`src/mcst_pkg.sv`:
```
// Shared types, constants and lookup functions for the MIDI control surface tracker.
package mcst_pkg;

  localparam int CUE_PADS_DEFAULT = 4;
  localparam int PAD_FIELD_W      = 3;

  localparam int CFG_INDEX_W = 3;
  localparam int CFG_DATA_W  = 20;
  localparam int LEVEL_W     = 15;
  localparam int CTRL_W      = 5;
  localparam int POS_W       = 7;
  localparam int ELAPSED_W   = 10;
  localparam int LOSS_W      = 20;

  localparam logic [CFG_INDEX_W-1:0] CFG_PORT_FILTER = 3'd0;
  localparam logic [CFG_INDEX_W-1:0] CFG_PORT_SELECT = 3'd1;
  localparam logic [CFG_INDEX_W-1:0] CFG_DECK_A_CH   = 3'd2;
  localparam logic [CFG_INDEX_W-1:0] CFG_DECK_B_CH   = 3'd3;
  localparam logic [CFG_INDEX_W-1:0] CFG_MIXER_CH    = 3'd4;
  localparam logic [CFG_INDEX_W-1:0] CFG_DECAY_RATE  = 3'd5;

  localparam logic [3:0]  DECK_A_CH_RESET  = 4'd0;
  localparam logic [3:0]  DECK_B_CH_RESET  = 4'd1;
  localparam logic [3:0]  MIXER_CH_RESET   = 4'd5;
  localparam logic [19:0] DECAY_RATE_RESET = 20'd260096;

  localparam logic [1:0] KIND_CC       = 2'd0;
  localparam logic [1:0] KIND_NOTE_ON  = 2'd1;
  localparam logic [1:0] KIND_NOTE_OFF = 2'd2;

  localparam int         KNOBS        = 7;
  localparam logic [6:0] JOG_CC       = 7'd32;
  localparam logic [6:0] XFADER_CC    = 7'd10;
  localparam int         HOT_CUE_BASE = 40;
  localparam int         FLASH_SHIFT  = 8;

  localparam logic [CTRL_W-1:0] CTRL_JOG    = 5'd7;
  localparam logic [CTRL_W-1:0] CTRL_FLAG0  = 5'd8;
  localparam logic [CTRL_W-1:0] CTRL_CUE0   = 5'd12;
  localparam logic [CTRL_W-1:0] CTRL_XFADER = 5'd16;

  typedef enum logic [1:0] {
    ST_IDLE,
    ST_DECODE,
    ST_LOSS,
    ST_WALK
  } seq_state_t;

  typedef enum logic [1:0] {
    ACT_NONE,
    ACT_PLAIN,
    ACT_JOG,
    ACT_CUE
  } act_kind_t;

  typedef enum logic {
    ALU_SAT_SUB,
    ALU_WRAP_ADD
  } alu_op_t;

  // Decoded message: what to update and what to report.
  typedef struct packed {
    act_kind_t               kind;
    logic                    deck;
    logic [CTRL_W-1:0]       control;
    logic [LEVEL_W-1:0]      level;
    logic [PAD_FIELD_W-1:0]  pad;
  } action_t;

  function automatic logic [6:0] knob_cc(input int i);
    case (i)
      0:       knob_cc = 7'd19;
      1:       knob_cc = 7'd23;
      2:       knob_cc = 7'd27;
      3:       knob_cc = 7'd8;
      4:       knob_cc = 7'd21;
      5:       knob_cc = 7'd7;
      default: knob_cc = 7'd0;
    endcase
  endfunction

  function automatic logic [6:0] flag_note(input int i);
    case (i)
      0:       flag_note = 7'd11;
      1:       flag_note = 7'd12;
      2:       flag_note = 7'd13;
      default: flag_note = 7'd16;
    endcase
  endfunction

endpackage

```
`src/mcst_alu.sv`:
```
// Shared arithmetic unit: saturating flash decay subtract and wrapping jog add.
module mcst_alu
  import mcst_pkg::*;
(
  input  alu_op_t             op,
  input  logic [LEVEL_W-1:0]  a,
  input  logic [LOSS_W-1:0]   b,
  output logic [LEVEL_W-1:0]  y
);

  logic [LOSS_W-1:0] a_ext;
  logic [LOSS_W-1:0] diff;
  logic [POS_W-1:0]  pos_sum;

  assign a_ext   = LOSS_W'(a);
  assign diff    = a_ext - b;
  assign pos_sum = a[POS_W-1:0] + b[POS_W-1:0];

  always_comb begin
    case (op)
      ALU_SAT_SUB:  y = (a_ext > b) ? diff[LEVEL_W-1:0] : '0;
      ALU_WRAP_ADD: y = LEVEL_W'(pos_sum);
      default:      y = '0;
    endcase
  end

endmodule

```
`src/mcst_msg_decode.sv`:
```
// Message decoder: port filter, deck selection and control mapping.
module mcst_msg_decode
  import mcst_pkg::*;
#(
  parameter int CUE_PADS = CUE_PADS_DEFAULT
) (
  input  logic        port_filter_enable,
  input  logic [3:0]  port_select,
  input  logic [3:0]  deck_a_channel,
  input  logic [3:0]  deck_b_channel,
  input  logic [3:0]  mixer_channel,
  input  logic [3:0]  port,
  input  logic [1:0]  message_kind,
  input  logic [3:0]  channel,
  input  logic [6:0]  number,
  input  logic [6:0]  amount,
  output action_t     act
);

  logic drop;
  logic hit_a;
  logic hit_b;
  logic on_note;
  logic knob_hit;
  logic [2:0] knob_idx;
  logic flag_hit;
  logic [1:0] flag_idx;
  logic cue_hit;
  logic [7:0] num_ext;

  assign drop    = port_filter_enable && (port != port_select);
  assign hit_a   = (channel == deck_a_channel);
  assign hit_b   = (channel == deck_b_channel);
  assign on_note = (message_kind == KIND_NOTE_ON) && (amount != 7'd0);
  assign num_ext = {1'b0, number};
  assign cue_hit = (num_ext >= 8'(HOT_CUE_BASE)) && (num_ext < 8'(HOT_CUE_BASE + CUE_PADS));

  always_comb begin
    knob_hit = 1'b0;
    knob_idx = '0;
    for (int i = KNOBS - 1; i >= 0; i--) begin
      if (number == knob_cc(i)) begin
        knob_hit = 1'b1;
        knob_idx = 3'(i);
      end
    end
    flag_hit = 1'b0;
    flag_idx = '0;
    for (int i = 3; i >= 0; i--) begin
      if (number == flag_note(i)) begin
        flag_hit = 1'b1;
        flag_idx = 2'(i);
      end
    end
  end

  always_comb begin
    act.kind    = ACT_NONE;
    act.deck    = hit_a ? 1'b0 : 1'b1;
    act.control = '0;
    act.level   = LEVEL_W'(amount);
    act.pad     = PAD_FIELD_W'(number - 7'(HOT_CUE_BASE));
    if (!drop) begin
      if (message_kind == KIND_CC) begin
        if (!hit_a && !hit_b) begin
          if ((channel == mixer_channel) && (number == XFADER_CC)) begin
            act.kind    = ACT_PLAIN;
            act.deck    = 1'b0;
            act.control = CTRL_XFADER;
          end
        end else if (knob_hit) begin
          act.kind    = ACT_PLAIN;
          act.control = CTRL_W'(knob_idx);
        end else if (number == JOG_CC) begin
          act.kind    = ACT_JOG;
          act.control = CTRL_JOG;
        end
      end else if ((message_kind == KIND_NOTE_ON) || (message_kind == KIND_NOTE_OFF)) begin
        if (hit_a || hit_b) begin
          if (flag_hit) begin
            act.kind    = ACT_PLAIN;
            act.control = CTRL_FLAG0 + CTRL_W'(flag_idx);
            act.level   = LEVEL_W'(on_note);
          end else if (cue_hit) begin
            act.kind    = ACT_CUE;
            act.control = CTRL_CUE0 + CTRL_W'(act.pad);
            act.level   = on_note ? (LEVEL_W'(amount) << FLASH_SHIFT) : '0;
          end
        end
      end
    end
  end

endmodule

```
`src/midi_control_surface_tracker.sv`:
```
// Top level of the two-deck MIDI control surface tracker with its sequencer.
//
// The tracker takes decoded MIDI messages and time ticks and keeps the
// controller state that the results depend on: the jog position of each deck
// and the hot-cue flash level of each pad. A message is captured, then
// decoded in the decode state, and gives at most one result; the decode
// state waits while the output register is full and stalled. A tick first
// forms the flash loss, the decay rate times the elapsed time over 1024, in
// a registered multiply step, and then walks the 2 * CUE_PADS flash entries
// through one shared saturating subtract unit, one entry and one result per
// cycle while the output register is free, deck 0 first, with the last
// result marked. The input stall is low only while the sequencer is idle.
// Knob levels, transport flags and the crossfader are reported at the moment
// they are written, so no copy of them is kept. Configuration writes are
// taken in any cycle and must only be issued while the block is idle.
module midi_control_surface_tracker
  import mcst_pkg::*;
#(
  parameter int CUE_PADS = CUE_PADS_DEFAULT
) (
  input  logic                   clk,
  input  logic                   rst_n,
  // Configuration write port.
  input  logic                   cfg_we,
  input  logic [CFG_INDEX_W-1:0] cfg_index,
  input  logic [CFG_DATA_W-1:0]  cfg_wdata,
  // Input channel.
  input  logic                   in_valid,
  output logic                   in_stall,
  input  logic                   in_cmd,
  input  logic [3:0]             in_port,
  input  logic [1:0]             in_message_kind,
  input  logic [3:0]             in_channel,
  input  logic [6:0]             in_number,
  input  logic [6:0]             in_amount,
  input  logic [ELAPSED_W-1:0]   in_elapsed,
  // Result channel.
  output logic                   out_valid,
  input  logic                   out_stall,
  output logic                   out_deck,
  output logic [CTRL_W-1:0]      out_control,
  output logic [LEVEL_W-1:0]     out_level,
  output logic                   out_last
);

  localparam int ENTRIES = 2 * CUE_PADS;
  localparam int IDX_W   = (ENTRIES > 1) ? $clog2(ENTRIES) : 1;
  localparam int PAD_W   = (CUE_PADS > 1) ? $clog2(CUE_PADS) : 1;

  // Configuration registers.
  logic              port_filter_enable_r;
  logic [3:0]        port_select_r;
  logic [3:0]        deck_a_channel_r;
  logic [3:0]        deck_b_channel_r;
  logic [3:0]        mixer_channel_r;
  logic [19:0]       flash_decay_rate_r;

  // Captured input item.
  logic [3:0]           port_r;
  logic [1:0]           kind_r;
  logic [3:0]           channel_r;
  logic [6:0]           number_r;
  logic [6:0]           amount_r;
  logic [ELAPSED_W-1:0] elapsed_r;

  // Tracked state.
  logic [POS_W-1:0]   jog_r   [2];
  logic [LEVEL_W-1:0] flash_r [ENTRIES];
  logic [LOSS_W-1:0]  loss_r;

  // Sequencer.
  seq_state_t      state_r, state_nxt;
  logic            walk_deck_r;
  logic [PAD_W-1:0] walk_pad_r;
  logic            walk_end;
  logic [IDX_W-1:0] walk_idx;
  logic [IDX_W-1:0] cue_idx;

  // Output register.
  logic               out_valid_r, out_valid_nxt;
  logic               out_deck_r;
  logic [CTRL_W-1:0]  out_control_r;
  logic [LEVEL_W-1:0] out_level_r;
  logic               out_last_r;

  logic    slot_free;
  logic    in_xfer;
  action_t act;
  alu_op_t alu_op;
  logic [LEVEL_W-1:0] alu_a;
  logic [LOSS_W-1:0]  alu_b;
  logic [LEVEL_W-1:0] alu_y;
  logic [29:0]        loss_full;

  // Sequencer strobes.
  logic do_capture;
  logic do_loss;
  logic do_walk;
  logic do_msg;

  assign slot_free = !out_valid_r || !out_stall;
  assign in_stall  = (state_r != ST_IDLE);
  assign in_xfer   = in_valid && !in_stall;

  assign walk_end = walk_deck_r && (walk_pad_r == PAD_W'(CUE_PADS - 1));
  assign walk_idx = IDX_W'(int'(walk_deck_r) * CUE_PADS + int'(walk_pad_r));
  assign cue_idx  = IDX_W'(int'(act.deck) * CUE_PADS + int'(act.pad[PAD_W-1:0]));

  mcst_msg_decode #(
    .CUE_PADS (CUE_PADS)
  ) u_decode (
    .port_filter_enable (port_filter_enable_r),
    .port_select        (port_select_r),
    .deck_a_channel     (deck_a_channel_r),
    .deck_b_channel     (deck_b_channel_r),
    .mixer_channel      (mixer_channel_r),
    .port               (port_r),
    .message_kind       (kind_r),
    .channel            (channel_r),
    .number             (number_r),
    .amount             (amount_r),
    .act                (act)
  );

  // The shared unit decays a flash entry during a walk and steps the jog
  // position when a message is applied.
  always_comb begin
    if (state_r == ST_WALK) begin
      alu_op = ALU_SAT_SUB;
      alu_a  = flash_r[walk_idx];
      alu_b  = loss_r;
    end else begin
      alu_op = ALU_WRAP_ADD;
      alu_a  = LEVEL_W'(jog_r[act.deck]);
      alu_b  = LOSS_W'(amount_r);
    end
  end

  mcst_alu u_alu (
    .op (alu_op),
    .a  (alu_a),
    .b  (alu_b),
    .y  (alu_y)
  );

  assign loss_full = flash_decay_rate_r * elapsed_r;

  // Next state.
  always_comb begin
    state_nxt = state_r;
    case (state_r)
      ST_IDLE: begin
        if (in_xfer) begin
          state_nxt = in_cmd ? ST_LOSS : ST_DECODE;
        end
      end
      ST_DECODE: begin
        if ((act.kind == ACT_NONE) || slot_free) begin
          state_nxt = ST_IDLE;
        end
      end
      ST_LOSS: begin
        state_nxt = ST_WALK;
      end
      ST_WALK: begin
        if (slot_free && walk_end) begin
          state_nxt = ST_IDLE;
        end
      end
      default: begin
        state_nxt = ST_IDLE;
      end
    endcase
  end

  // Sequencer outputs.
  always_comb begin
    do_capture = 1'b0;
    do_loss    = 1'b0;
    do_walk    = 1'b0;
    do_msg     = 1'b0;
    case (state_r)
      ST_IDLE:   do_capture = in_xfer;
      ST_DECODE: do_msg     = (act.kind != ACT_NONE) && slot_free;
      ST_LOSS:   do_loss    = 1'b1;
      ST_WALK:   do_walk    = slot_free;
      default:   do_capture = 1'b0;
    endcase
  end

  always_comb begin
    if (do_walk || do_msg) begin
      out_valid_nxt = 1'b1;
    end else if (!out_stall) begin
      out_valid_nxt = 1'b0;
    end else begin
      out_valid_nxt = out_valid_r;
    end
  end

  // Control state, configuration and tracked state.
  always_ff @(posedge clk) begin
    if (!rst_n) begin
      state_r              <= ST_IDLE;
      out_valid_r          <= 1'b0;
      walk_deck_r          <= 1'b0;
      walk_pad_r           <= '0;
      port_filter_enable_r <= 1'b0;
      port_select_r        <= '0;
      deck_a_channel_r     <= DECK_A_CH_RESET;
      deck_b_channel_r     <= DECK_B_CH_RESET;
      mixer_channel_r      <= MIXER_CH_RESET;
      flash_decay_rate_r   <= DECAY_RATE_RESET;
      for (int d = 0; d < 2; d++) begin
        jog_r[d] <= '0;
      end
      for (int e = 0; e < ENTRIES; e++) begin
        flash_r[e] <= '0;
      end
    end else begin
      state_r     <= state_nxt;
      out_valid_r <= out_valid_nxt;
      if (cfg_we) begin
        case (cfg_index)
          CFG_PORT_FILTER: port_filter_enable_r <= cfg_wdata[0];
          CFG_PORT_SELECT: port_select_r        <= cfg_wdata[3:0];
          CFG_DECK_A_CH:   deck_a_channel_r     <= cfg_wdata[3:0];
          CFG_DECK_B_CH:   deck_b_channel_r     <= cfg_wdata[3:0];
          CFG_MIXER_CH:    mixer_channel_r      <= cfg_wdata[3:0];
          CFG_DECAY_RATE:  flash_decay_rate_r   <= cfg_wdata[19:0];
          default:         port_filter_enable_r <= port_filter_enable_r;
        endcase
      end
      if (do_loss) begin
        walk_deck_r <= 1'b0;
        walk_pad_r  <= '0;
      end
      if (do_walk) begin
        flash_r[walk_idx] <= alu_y;
        if (walk_pad_r == PAD_W'(CUE_PADS - 1)) begin
          walk_pad_r  <= '0;
          walk_deck_r <= 1'b1;
        end else begin
          walk_pad_r <= walk_pad_r + PAD_W'(1);
        end
      end
      if (do_msg) begin
        case (act.kind)
          ACT_JOG: jog_r[act.deck]  <= alu_y[POS_W-1:0];
          ACT_CUE: flash_r[cue_idx] <= act.level;
          default: jog_r[act.deck]  <= jog_r[act.deck];
        endcase
      end
    end
  end

  // Payload registers.
  always_ff @(posedge clk) begin
    if (do_capture) begin
      port_r    <= in_port;
      kind_r    <= in_message_kind;
      channel_r <= in_channel;
      number_r  <= in_number;
      amount_r  <= in_amount;
      elapsed_r <= in_elapsed;
    end
    if (do_loss) begin
      loss_r <= loss_full[29:10];
    end
    if (do_walk) begin
      out_deck_r    <= walk_deck_r;
      out_control_r <= CTRL_CUE0 + CTRL_W'(walk_pad_r);
      out_level_r   <= alu_y;
      out_last_r    <= walk_end;
    end else if (do_msg) begin
      out_deck_r    <= act.deck;
      out_control_r <= act.control;
      out_level_r   <= (act.kind == ACT_JOG) ? alu_y : act.level;
      out_last_r    <= 1'b1;
    end
  end

  assign out_valid   = out_valid_r;
  assign out_deck    = out_deck_r;
  assign out_control = out_control_r;
  assign out_level   = out_level_r;
  assign out_last    = out_last_r;

endmodule

```
`config.mk`:
```
export PLATFORM = sky130hd
export DESIGN_NAME = midi_control_surface_tracker
export DESIGN_NICKNAME = d
export VERILOG_FILES = /design/src/mcst_pkg.sv /design/src/mcst_alu.sv /design/src/mcst_msg_decode.sv /design/src/midi_control_surface_tracker.sv
export SDC_FILE = /design/constraint.sdc
export NUM_CORES = 1
export LEC_CHECK = 0
export BUFFER_PORTS_ARGS = -buffer_cell sky130_fd_sc_hd__clkbuf_2
export CAP_MARGIN = 20
export CORE_ASPECT_RATIO = 1.5
export CORE_MARGIN = 2
export CORE_UTILIZATION = 30
export CTS_BUF_LIST = sky130_fd_sc_hd__clkbuf_2
export DETAILED_ROUTE_END_ITERATION = 6
export PLACE_DENSITY = 0.53
export SLEW_MARGIN = 10
export SYNTH_ARGS = -nofsm -noshare
export SYNTH_HDL_FRONTEND = slang
export SYNTH_SLANG_ARGS = --single-unit
export TNS_END_PERCENT = 30
```
`constraint.sdc`:
```
create_clock -name clk -period 7.94 [get_ports clk]
set_input_delay 1.191 -clock clk [delete_from_list [all_inputs] [get_ports clk]]
set_output_delay 1.191 -clock clk [all_outputs]
set_load 0.01 [all_outputs]
```
# Yosys cells after proc, flatten, opt, wreduce, memory -nomap -nowiden
# Memories as Yosys holds them, arrays and structs flattened.
# Index checks and enable logic that the tools add are counted.
word_totals:
  ff_bits: 119
  mem_bits_rw: 134
  input_bits: 63
  out_inout_bits: 24
  elab_cells: 212
  memories: 2
op_classes:
  add_sub_neg: 9
  mul: 1
  magnitude_cmp: 3
  eq_ne: 33
  muxes: 102
  n_bitwise: 1
  reduce_logical: 40
memory_table:
  columns: ["name", "words", "width", "read_ports", "rd_clocked_by_memory_dff", "wr", "line_no", "source"]
  rows:
  - ["flash_r", 8, 15, 1, 0, 8, "midi_control_surface_tracker.sv:68", "logic [LEVEL_W-1:0] flash_r [ENTRIES];"]
  - ["jog_r", 2, 7, 1, 0, 2, "midi_control_surface_tracker.sv:67", "logic [POS_W-1:0] jog_r [2];"]
ops:
  columns: ["cell", "count"]
  rows:
  - ["$mux 15", 9]
  - ["$mux 20", 5]
  - ["$mux 1", 48]
  - ["$mux 2", 19]
  - ["$eq 7x4->1 const B", 5]
  - ["$eq 7x5->1 const B", 5]
  - ["$mul 20x10->30", 1]
  - ["$mux 3", 10]
  - ["$pmux 15 s2", 1]
  - ["$reduce_or 15->1", 2]
  - ["$mux 5", 5]
  - ["$mux 23", 1]
  - ["$mux 7", 3]
  - ["$gt 15x20->1", 1]
  - ["$sub 15x15->15", 1]
  - ["$eq 2x2->1 const B", 6]
  - ["$eq 4x4->1", 3]
  - ["$reduce_and 2->1", 6]
  - ["$add 4x2->5 const A", 2]
  - ["$logic_and 1x1->1", 9]
  - ["$pmux 2 s4", 1]
  - ["$reduce_bool 2->1", 4]
  - ["$add 7x7->7", 1]
  - ["$eq 7x3->1 const B", 1]
  - ["24 further kinds", 40]

# Logic depth before layout (Yosys ltp)
# Gate-level depths: netlist of the first run.
logic_depth:
  depth_word: 21
  ltp_mapped: 21
  mapped_depth_nobuf: 20

# Hierarchy
# A second synthesis of the first run with hierarchy kept.
hier_totals:
  cells_unflattened: 1838
  area_unflattened_um2: 19253.5
by_module_without_submodules:
  columns: ["module", "n_inst", "cells_per_inst", "area_per_inst_um2", "seq_area_each_um2"]
  rows:
  - ["midi_control_surface_tracker", 1, 1539, 17212.8, 7166.9]
  - ["mcst_alu", 1, 176, 1167.4, 0.0]
  - ["mcst_msg_decode", 1, 123, 873.3, 0.0]

# Worst setup path before layout of the first run
# Ideal clock, no wire load.
synth_timing:
  path_type: "reg-to-reg"
  start: "register elapsed_r[1]"
  end: "register loss_r[18], data pin"
  setup_ps: 176
  arrival_time_ps: 5618
  required_time_ps: 7764
  setup_slack_ps: 2145
  path_stages_with_launch: 21
  n_path_buf: 2
  period_less_slack_ps: 5795
  cell_sequence: "edfxtp_1 -> clkbuf_1 -> clkbuf_1 -> nand2_1 -> fa_1 -> inv_1 -> fa_1 -> fa_1 -> fa_1 -> inv_1 -> fa_1 -> inv_1 -> ha_1 -> a21oi_1 -> nand2_1 -> a221oi_1 -> a211oi_4 -> o211ai_2 -> a211oi_2 -> or4_1 -> o311ai_2"
synth_via:
  elab_chain_cells: 1
synth_rtl:
  columns: ["item", "line_no", "source"]
  rows:
  - ["from (decl)", "midi_control_surface_tracker.sv:64", "logic [ELAPSED_W-1:0] elapsed_r;"]
  - ["from (signal assigned)", "midi_control_surface_tracker.sv:265", "elapsed_r <= in_elapsed;"]
  - ["$mul 20x10->30", "midi_control_surface_tracker.sv:146", "assign loss_full = flash_decay_rate_r * elapsed_r;"]
  - ["net loss_full[28]", "midi_control_surface_tracker.sv:93", "logic [29:0] loss_full;"]
  - ["to (signal assigned)", "midi_control_surface_tracker.sv:268", "loss_r <= loss_full[29:10];"]
  - ["to (decl)", "midi_control_surface_tracker.sv:69", "logic [LOSS_W-1:0] loss_r;"]
# The timed path passes the listed nets, and every way through them passes these cells.
# A chain may end at the register's enable or synchronous reset.

# Worst setup path in the final report of the first run
# Ends and elaborated chain as after synthesis.

==> metrics.yaml, run 1 <==
yosys:
  synth-seq-area-share_pct: 39.5
  synth-async-reset-ratio_pct: 0
  ys.flop_type: "edfxtp_1"
  synth_edf_count: 210
  yosysWarningCount: 0
  syn_nets: 2009
  avgSynthCellArea_um2: 10.6
  synth-seq-cells: 253
  synthDistinctLibCells: 84
  synthCells: 1716
  synth_area_um2: 18200
critical_path:
  timing.critical_path.buf_inv: 5
  path_cells: "nand2_1 -> fa_1 -> inv_1 -> fa_1 -> inv_1 -> fa_1 -> inv_1 -> fa_1 -> inv_1 -> fa_1 -> inv_1 -> ha_1 -> a21o_1 -> a221oi_1 -> a211oi_4 -> o211ai_2 -> a211oi_2 -> or4_1 -> o311ai_2"
  rr_startpoint: "elapsed_r[1]$_DFFE_PP_"
  cp.arrival_ns: 7.00
  cp-endpoint: "loss_r[18]$_DFFE_PP_"
  crit_path_max_fanout: 20
  start_kind: "flop"
  end_kind: "flop"
  rr_endpoint: "loss_r[18]$_DFFE_PP_"
  worst-path-stages: 19
  r2r_setup_slack_ns: 1.74
  cp_slowest_cell: "edfxtp_1"
  critPathTopFamily: "adder cells"
  crit_start: "elapsed_r[1]$_DFFE_PP_"
  rr_worst_depth: 19
  cp_slowest_stage_delay_ns: 0.80
  crit_required_ns: 8.74
  worstSetupPathType: "flop to flop"
clocking:
  cts_tree: "built"
  post_cts_buffers: 0
  h-tree-depth: 3
  cts_resized: 0
  clockBufferDepth: 3
  numCtsBuffers: 70
  ctsHoldBuffers: 0
  cts.root.buffer_cell: "clkbuf_2"
  clock_latency_ns: 0.98
  clk_pin_slew_ns: 0.12
  cts_sinks: 253
grt:
  grt_max_degree: 57
  grt_pass1_wl_um: 78600
  grt_pass1_vias: 13823
  grt-ovfl-total: 0
  antenna_found_initial: 3
  grt_usage_pct: 16.5
route:
  ant_nets: 0
  detail_route.iter0.violations: 721
  routedWlPerCell_um: 19.0
  vias_per_cell: 4.90
  drt-pass1-iter-count: 5
  vias: 12870
  drc_errors: 0
  drt-total-wl_um: 50000
timing:
  setup_viol: 0
  min_period_ns: 6.20
  fmax_mhz: 161
  final-hold-violation-count: 0
  fin_skew_ns: 0.0776
  tightest_slew_ns: 1.10
  slew_headroom_pct: 26.8
  drv_slew: 0
  setup_tns_ns: 0
  finalCritPeriodShare_pct: 78.1
  rsz0062_at_grt: "no"
power:
  power.density_nw_per_um2: 221
  p_leak_nw: 8.35
  irDropWorstVdd_v: 0.000195
die:
  start_util_pct: 30.3
  num_rows: 110
  die-height_um: 305
  dieArea_um2: 62600
  io_pins: 87
  fp.coreArea_um2: 60000
  die_w_um: 205
cells_and_area:
  multi_input_area_um2: 10000
  seqCellArea_um2: 7170
  nets: 2090
  drive_gt1_share_pct: 14.8
  finish.utilization_pct: 33.3
  fillers: 6260
  syn2layout_area_growth_pct: 9.86
placed_design:
  gp_congestion: 0.869
  port_buffers: 86
  hpwl_um: 37100
status:
  outcome: "completed"
worst_hold_path:
  hold_path.startpoint: "in_elapsed[4]"
  min_path_type: "primary input to flop"
  whs_path_depth: 1
job:
  maxCapViolations: 0
-- kinds of logic after synthesis --
kind of cell,count (synthesis),synth area share (%)
multiplexers,68,5.81
flip-flops,253,39.5
adder cells (fa/ha/maj),230,21.8
AND/OR/NAND/NOR,659,17.3
AO/OA/AOI/OAI,208,8.40
buffers and inverters,262,5.57
XOR/XNOR,36,1.74
-- cells in the mapped netlist, types with 4 or more instances --
cell type	n	area share [%]
nor3_1	20	0.55
nand3_1	28	0.77
o211ai_1	5	0.21
and2_1	105	3.6
a22oi_1	4	0.17
nand3b_1	4	0.17
fa_1	143	16
a21boi_0	21	0.87
clkbuf_1	70	1.4
o21a_1	10	0.41
inv_1	169	3.5
o21ai_0	27	0.74
xor2_1	23	1.1
a31oi_1	6	0.21
or3_1	4	0.14
a31oi_4	4	0.47
edfxtp_1	210	35
buf_2	17	0.47
mux4_2	30	3.7
nor3b_1	4	0.17
o21ai_1	7	0.19
a211o_1	4	0.19
nor2b_1	25	0.86
a21o_1	7	0.29
a21oi_1	41	1.1
nand2b_1	14	0.48
xnor2_1	13	0.63
nand2_1	229	4.7
o21bai_1	7	0.29
a21oi_2	4	0.19
ha_1	87	6.0
nor4b_1	4	0.19
a22o_1	6	0.29
nor2_1	187	3.9
nand4_1	5	0.17
dfxtp_1	43	4.7
mux2i_1	38	2.1
nand4b_1	4	0.19
a211oi_1	20	0.83
-- through the flow --
stage	std cells	power, mW	area (um^2)	setup slack, ns	hold WS [ns]
6_report	2629	4.42	20000	1.74	0.374
2_1_floorplan	1716	3.05	18200	2.15	0.442
3_5_place_dp	2508	3.49	19300	1.69	0.478
4_1_cts	2625	4.49	19900	1.73	0.204
3_3_place_gp	2508	3.47	19300	1.74	0.475
5_1_grt	2629	4.80	20000	1.24	0.256
-- layout by cell type (no fill, tap or decap), types with 5 or more instances in the layout --
cell / Yosys / routed
nand3_1: 28 / 28
clkbuf_2: 0 / 183
a211oi_1: 20 / 20
buf_4: 2 / 14
nand2_1: 229 / 228
xnor2_1: 13 / 13
nor2_1: 187 / 186
a21boi_0: 21 / 21
a31oi_1: 6 / 6
a21oi_1: 41 / 41
a22o_1: 6 / 6
nand4_1: 5 / 5
and2_1: 105 / 105
edfxtp_1: 210 / 210
o21bai_1: 7 / 7
nand2b_1: 14 / 14
a21o_1: 7 / 7
o21a_1: 10 / 10
clkinv_1: 0 / 11
o21ai_0: 27 / 27
nor3_1: 20 / 20
nor2b_1: 25 / 25
o211ai_1: 5 / 5
inv_1: 169 / 169
dfxtp_1: 43 / 42
xor2_1: 23 / 23
mux2i_1: 38 / 38
ha_1: 87 / 87
o21ai_1: 7 / 7
mux4_2: 30 / 30
fa_1: 143 / 143
-- power by group --
part,total (mW),switching [mW],internal (mW),leakage (nW)
registers,1.70,0.0828,1.62,2.44
logic,1.75,1.01,0.743,5.44
clock network,0.964,0.570,0.394,0.473
total,4.42,1.66,2.75,8.35
-- layer usage --
layer  vias to the layer above  share of wire (%)  GRT usage (%)
li1                       5992                  -              -
met1                      6466                 38           18.0
met2                       321                 55           31.5
met3                        91                4.1           2.71
met4                         0                3.1           6.06
met5                         -                  0              0
-- worst min-delay path by stage --
stage | end | slack, ns
finish | elapsed_r[4]$_DFFE_PP_ | 0.37
floorplan | flash_decay_rate_r[19]$_SDFFE_PN0P_ | 0.44
CTS | elapsed_r[4]$_DFFE_PP_ | 0.20
global placement | mixer_channel_r[0]$_SDFFE_PN1P_ | 0.47
global route | amount_r[6]$_DFFE_PP_ | 0.26
detailed placement | mixer_channel_r[2]$_SDFFE_PN1P_ | 0.48
-- state kept, by name (all words and copies together), names as in the netlist, 4 cells and up --
name / count
flash_r: 120
flash_decay_rate_r: 20
loss_r: 20
out_level: 15
jog_r: 14
elapsed_r: 10
amount_r: 7
number_r: 7
out_control: 5
channel_r: 4
deck_a_channel_r: 4
deck_b_channel_r: 4
mixer_channel_r: 4
port_r: 4
port_select_r: 4
-- area by class of cell --
| class | instances | share of cell area (%) |
|---|---|---|
| multi-input combinational | 1201 | 50.1 |
| sequential | 253 | 35.9 |
| tap | 784 | 4.92 |
| inverter | 170 | 3.20 |
| timing repair buffer | 101 | 2.71 |
| clock buffer | 97 | 2.43 |
| clock inverter | 20 | 0.702 |
| antenna | 3 | 0.0376 |
Note: power is estimated with default switching activity, not from simulation.
==> run 2, diff against run 1 <==
Settings changed: ABC_AREA set to 1, PLACE_DENSITY 0.53 to 0.54.
Clock period 7.94 ns to 5.4 ns, I/O delays scaled along.
==> metrics.yaml, run 2 <==
status:
  outcome: "completed"
critical_path:
  cp_slowest_stage_delay_ns: 0.53
  worstSetupPathType: "flop to flop"
  timing.critical_path.buf_inv: 6
  rr_worst_depth: 19
  critPathTopFamily: "adder cells"
  crit_required_ns: 6.18
  rr_startpoint: "elapsed_r[5]$_DFFE_PP_"
  r2r_setup_slack_ns: 0.19
  rr_endpoint: "loss_r[19]$_DFFE_PP_"
  cp.arrival_ns: 5.98
  end_kind: "flop"
  path_cells: "buf_12 -> buf_4 -> nand2_1 -> inv_1 -> fa_1 -> inv_1 -> fa_1 -> inv_1 -> fa_1 -> fa_1 -> ha_1 -> ha_1 -> nand2_1 -> nor2_1 -> inv_1 -> nor4_1 -> o21ai_0 -> nand4_1 -> xor2_1"
  crit_path_max_fanout: 13
  cp_slowest_cell: "fa_1"
  start_kind: "flop"
die:
  start_util_pct: 30.3
  dieArea_um2: 64800
  io_pins: 87
  die-height_um: 311
  fp.coreArea_um2: 62100
  die_w_um: 208
  num_rows: 112
route:
  vias_per_cell: 4.73
  top_layer: "met4"
  met3_length_um: 2140
  dr_wl_met2_um: 29100
  vias: 15487
  detail_route.iter0.violations: 878
  drt-total-wl_um: 53700
  wl_met1_um: 20200
  ant_nets: 0
  drc_errors: 0
  drt-pass1-iter-count: 5
  routedWlPerCell_um: 16.4
power:
  p_comb_share_pct: 48.7
  p_sw_mw: 3.11
  irDropWorstVdd_v: 0.000331
  pwr-share-seq_pct: 32.7
  p_leak_nw: 10.7
  power.density_nw_per_um2: 347
  p_int_mw: 4.51
  swShare_pct: 40.8
  p_clk_share_pct: 18.6
cells_and_area:
  syn2layout_area_growth_pct: 16.6
  nets: 2720
  largest_reg_flops: 120
  largest_registers: "flash_r (120), flash_decay_rate_r (20), loss_r (20)"
  drive_gt1_share_pct: 14.7
  final_cell_mix: "nand2_1 (481), inv_1 (355), nor2_1 (307)"
  regMostFlops: "flash_r"
  final_common_cell: "nand2_1"
  stdcell_count: 3271
worst_hold_path:
  whs_path_depth: 3
  hold_end: "mixer_channel_r[0]$_SDFFE_PN1P_"
  min_path_type: "primary input to flop"
  hold_path.startpoint: "cfg_wdata[0]"
grt:
  grt_pass1_vias: 16430
  grt_max_degree: 43
  grt_pass1_wl_um: 85000
  grt-ovfl-total: 0
  antenna_found_initial: 3
  grt_usage_pct: 16.8
clocking:
  cts_tree: "built"
  clockBufferDepth: 3
  cts_sinks: 253
  cts.root.buffer_cell: "clkbuf_2"
  numCtsBuffers: 67
  h-tree-depth: 3
  clock_latency_ns: 1.07
  clk_pin_slew_ns: 0.09
job:
  maxCapViolations: 0
timing:
  tightest_slew_ns: 0.866
  min_period_ns: 5.21
  rsz0062_at_grt: "no"
  holdWs_ns: 0.138
  drv_slew: 0
  fmax_mhz: 192
  finalCritPeriodShare_pct: 96.4
  setup_viol: 0
  fin_skew_ns: 0.0927
  final-hold-violation-count: 0
  slew_headroom_pct: 42.2
yosys:
  ys_top_cells_by_count: "nand2_1 (484), inv_1 (355), nor2_1 (311)"
  syn_nets: 2508
  synth_top_area_cell: "edfxtp_1"
  synthMostInstantiatedCell: "nand2_1"
  synthCells: 2215
  synth-seq-cells: 253
  synth_top_area_share_pct: 33.5
  synthDistinctLibCells: 52
  synth_edf_count: 210
  ys.flop_type: "edfxtp_1"
  synth_area_um2: 18800
  avgSynthCellArea_um2: 8.49
  yosysWarningCount: 0
  synth-seq-area-share_pct: 38.1
  synth_area_leaders: "edfxtp_1 (34%), fa_1 (15%), nand2_1 (9.7%), inv_1 (7.1%), nor2_1 (6.2%)"
  synth-async-reset-ratio_pct: 0
placed_design:
  gp_congestion: 0.877
  port_buffers: 86
  hpwl_um: 41300
  dp_cells: 3089
==> run 2: cell count changes after synthesis, moves of 15 or more <==
cell / change
nor2_1: +124
and2_1: -104
nand3_1: +32
mux4_2: -30
buf_2: -15
inv_1: +186
nor2b_1: -25
a211oi_1: -18
a21oi_1: +41
a21boi_0: -17
o21ai_0: +121
nand2_1: +255
mux2i_1: -35
==> run 2: area by class of cell <==
class | instances | area, um^2
antenna | 3 | 7.51
clock buffer | 96 | 480
timing repair buffer | 235 | 1800
multi-input combinational | 1503 | 9980
tap | 798 | 998
fill | 6470 | 40100
clock inverter | 16 | 126
sequential | 253 | 7170
inverter | 367 | 1380
==> run 2: cell families after synthesis <==
logic type	synth area share (%)
adder cells (fa/ha/maj)	21.0
flip-flops	38.1
XOR/XNOR	1.40
buffers and inverters	9.53
multiplexers	0.219
AND/OR/NAND/NOR	20.8
AO/OA/AOI/OAI	9.01
==> run 2: what timing repair did <==
action | 4_1_cts | 5_1_grt
buffers inserted | 0 | 10
resized for setup | 0 | 32
setup endpoints to repair | 0 | 162
hold endpoints to repair | 55 | 0
hold buffers | 55 | 0
==> run 2: how the worst max path moves through the flow <==
stage	startpoint	cells past startpoint	slack, ns	to
after floorplan	elapsed_r[1]$_DFFE_PP_	20	0.06	loss_r[11]$_DFFE_PP_
after global placement	elapsed_r[6]$_DFFE_PP_	18	0.03	loss_r[19]$_DFFE_PP_
after detailed placement	elapsed_r[6]$_DFFE_PP_	18	-0.006	loss_r[19]$_DFFE_PP_
after CTS	elapsed_r[6]$_DFFE_PP_	18	0.003	loss_r[19]$_DFFE_PP_
after global routing	elapsed_r[3]$_DFFE_PP_	20	0.006	loss_r[18]$_DFFE_PP_
final	elapsed_r[5]$_DFFE_PP_	19	0.19	loss_r[19]$_DFFE_PP_
==> run 2: tightest hold or removal path: stages <==
cell,delay [ns]
clkbuf_2,0.19
nand2_1,0.08
o211ai_1,0.08
==> run 2: stage by stage <==
step / setup TNS [ns] / instance area [um^2] / setup WS (ns) / power, mW / utilization [%]
2_1_floorplan: 0 / 18800 / 0.0585 / 5.05 / -
3_3_place_gp: 0 / 20500 / 0.0278 / 6.05 / 33.0
3_5_place_dp: -0.00599 / 20500 / -0.00599 / 6.07 / 33.0
4_1_cts: 0 / 21600 / 0.00330 / 7.55 / 34.9
5_1_grt: 0 / 21900 / 0.00597 / 8.33 / 35.3
6_report: 0 / 21900 / 0.193 / 7.62 / 35.3
==> run 2: metal layers <==
metal | vias up | global-route usage, %
met1 | 7485 | 17.5
met5 | - | 0
met3 | 121 | 2.71
met4 | 0 | 8.01
met2 | 366 | 32.3
li1 | 7515 | -
==> run 2: power groups by stage <==
stage	logic, mW	registers, mW	clock network [mW]
6_report	3.71	2.49	1.42
5_1_grt	4.25	2.50	1.58
4_1_cts	3.57	2.51	1.47
3_5_place_dp	3.52	2.55	0
3_3_place_gp	3.51	2.55	0
2_1_floorplan	2.55	2.50	0
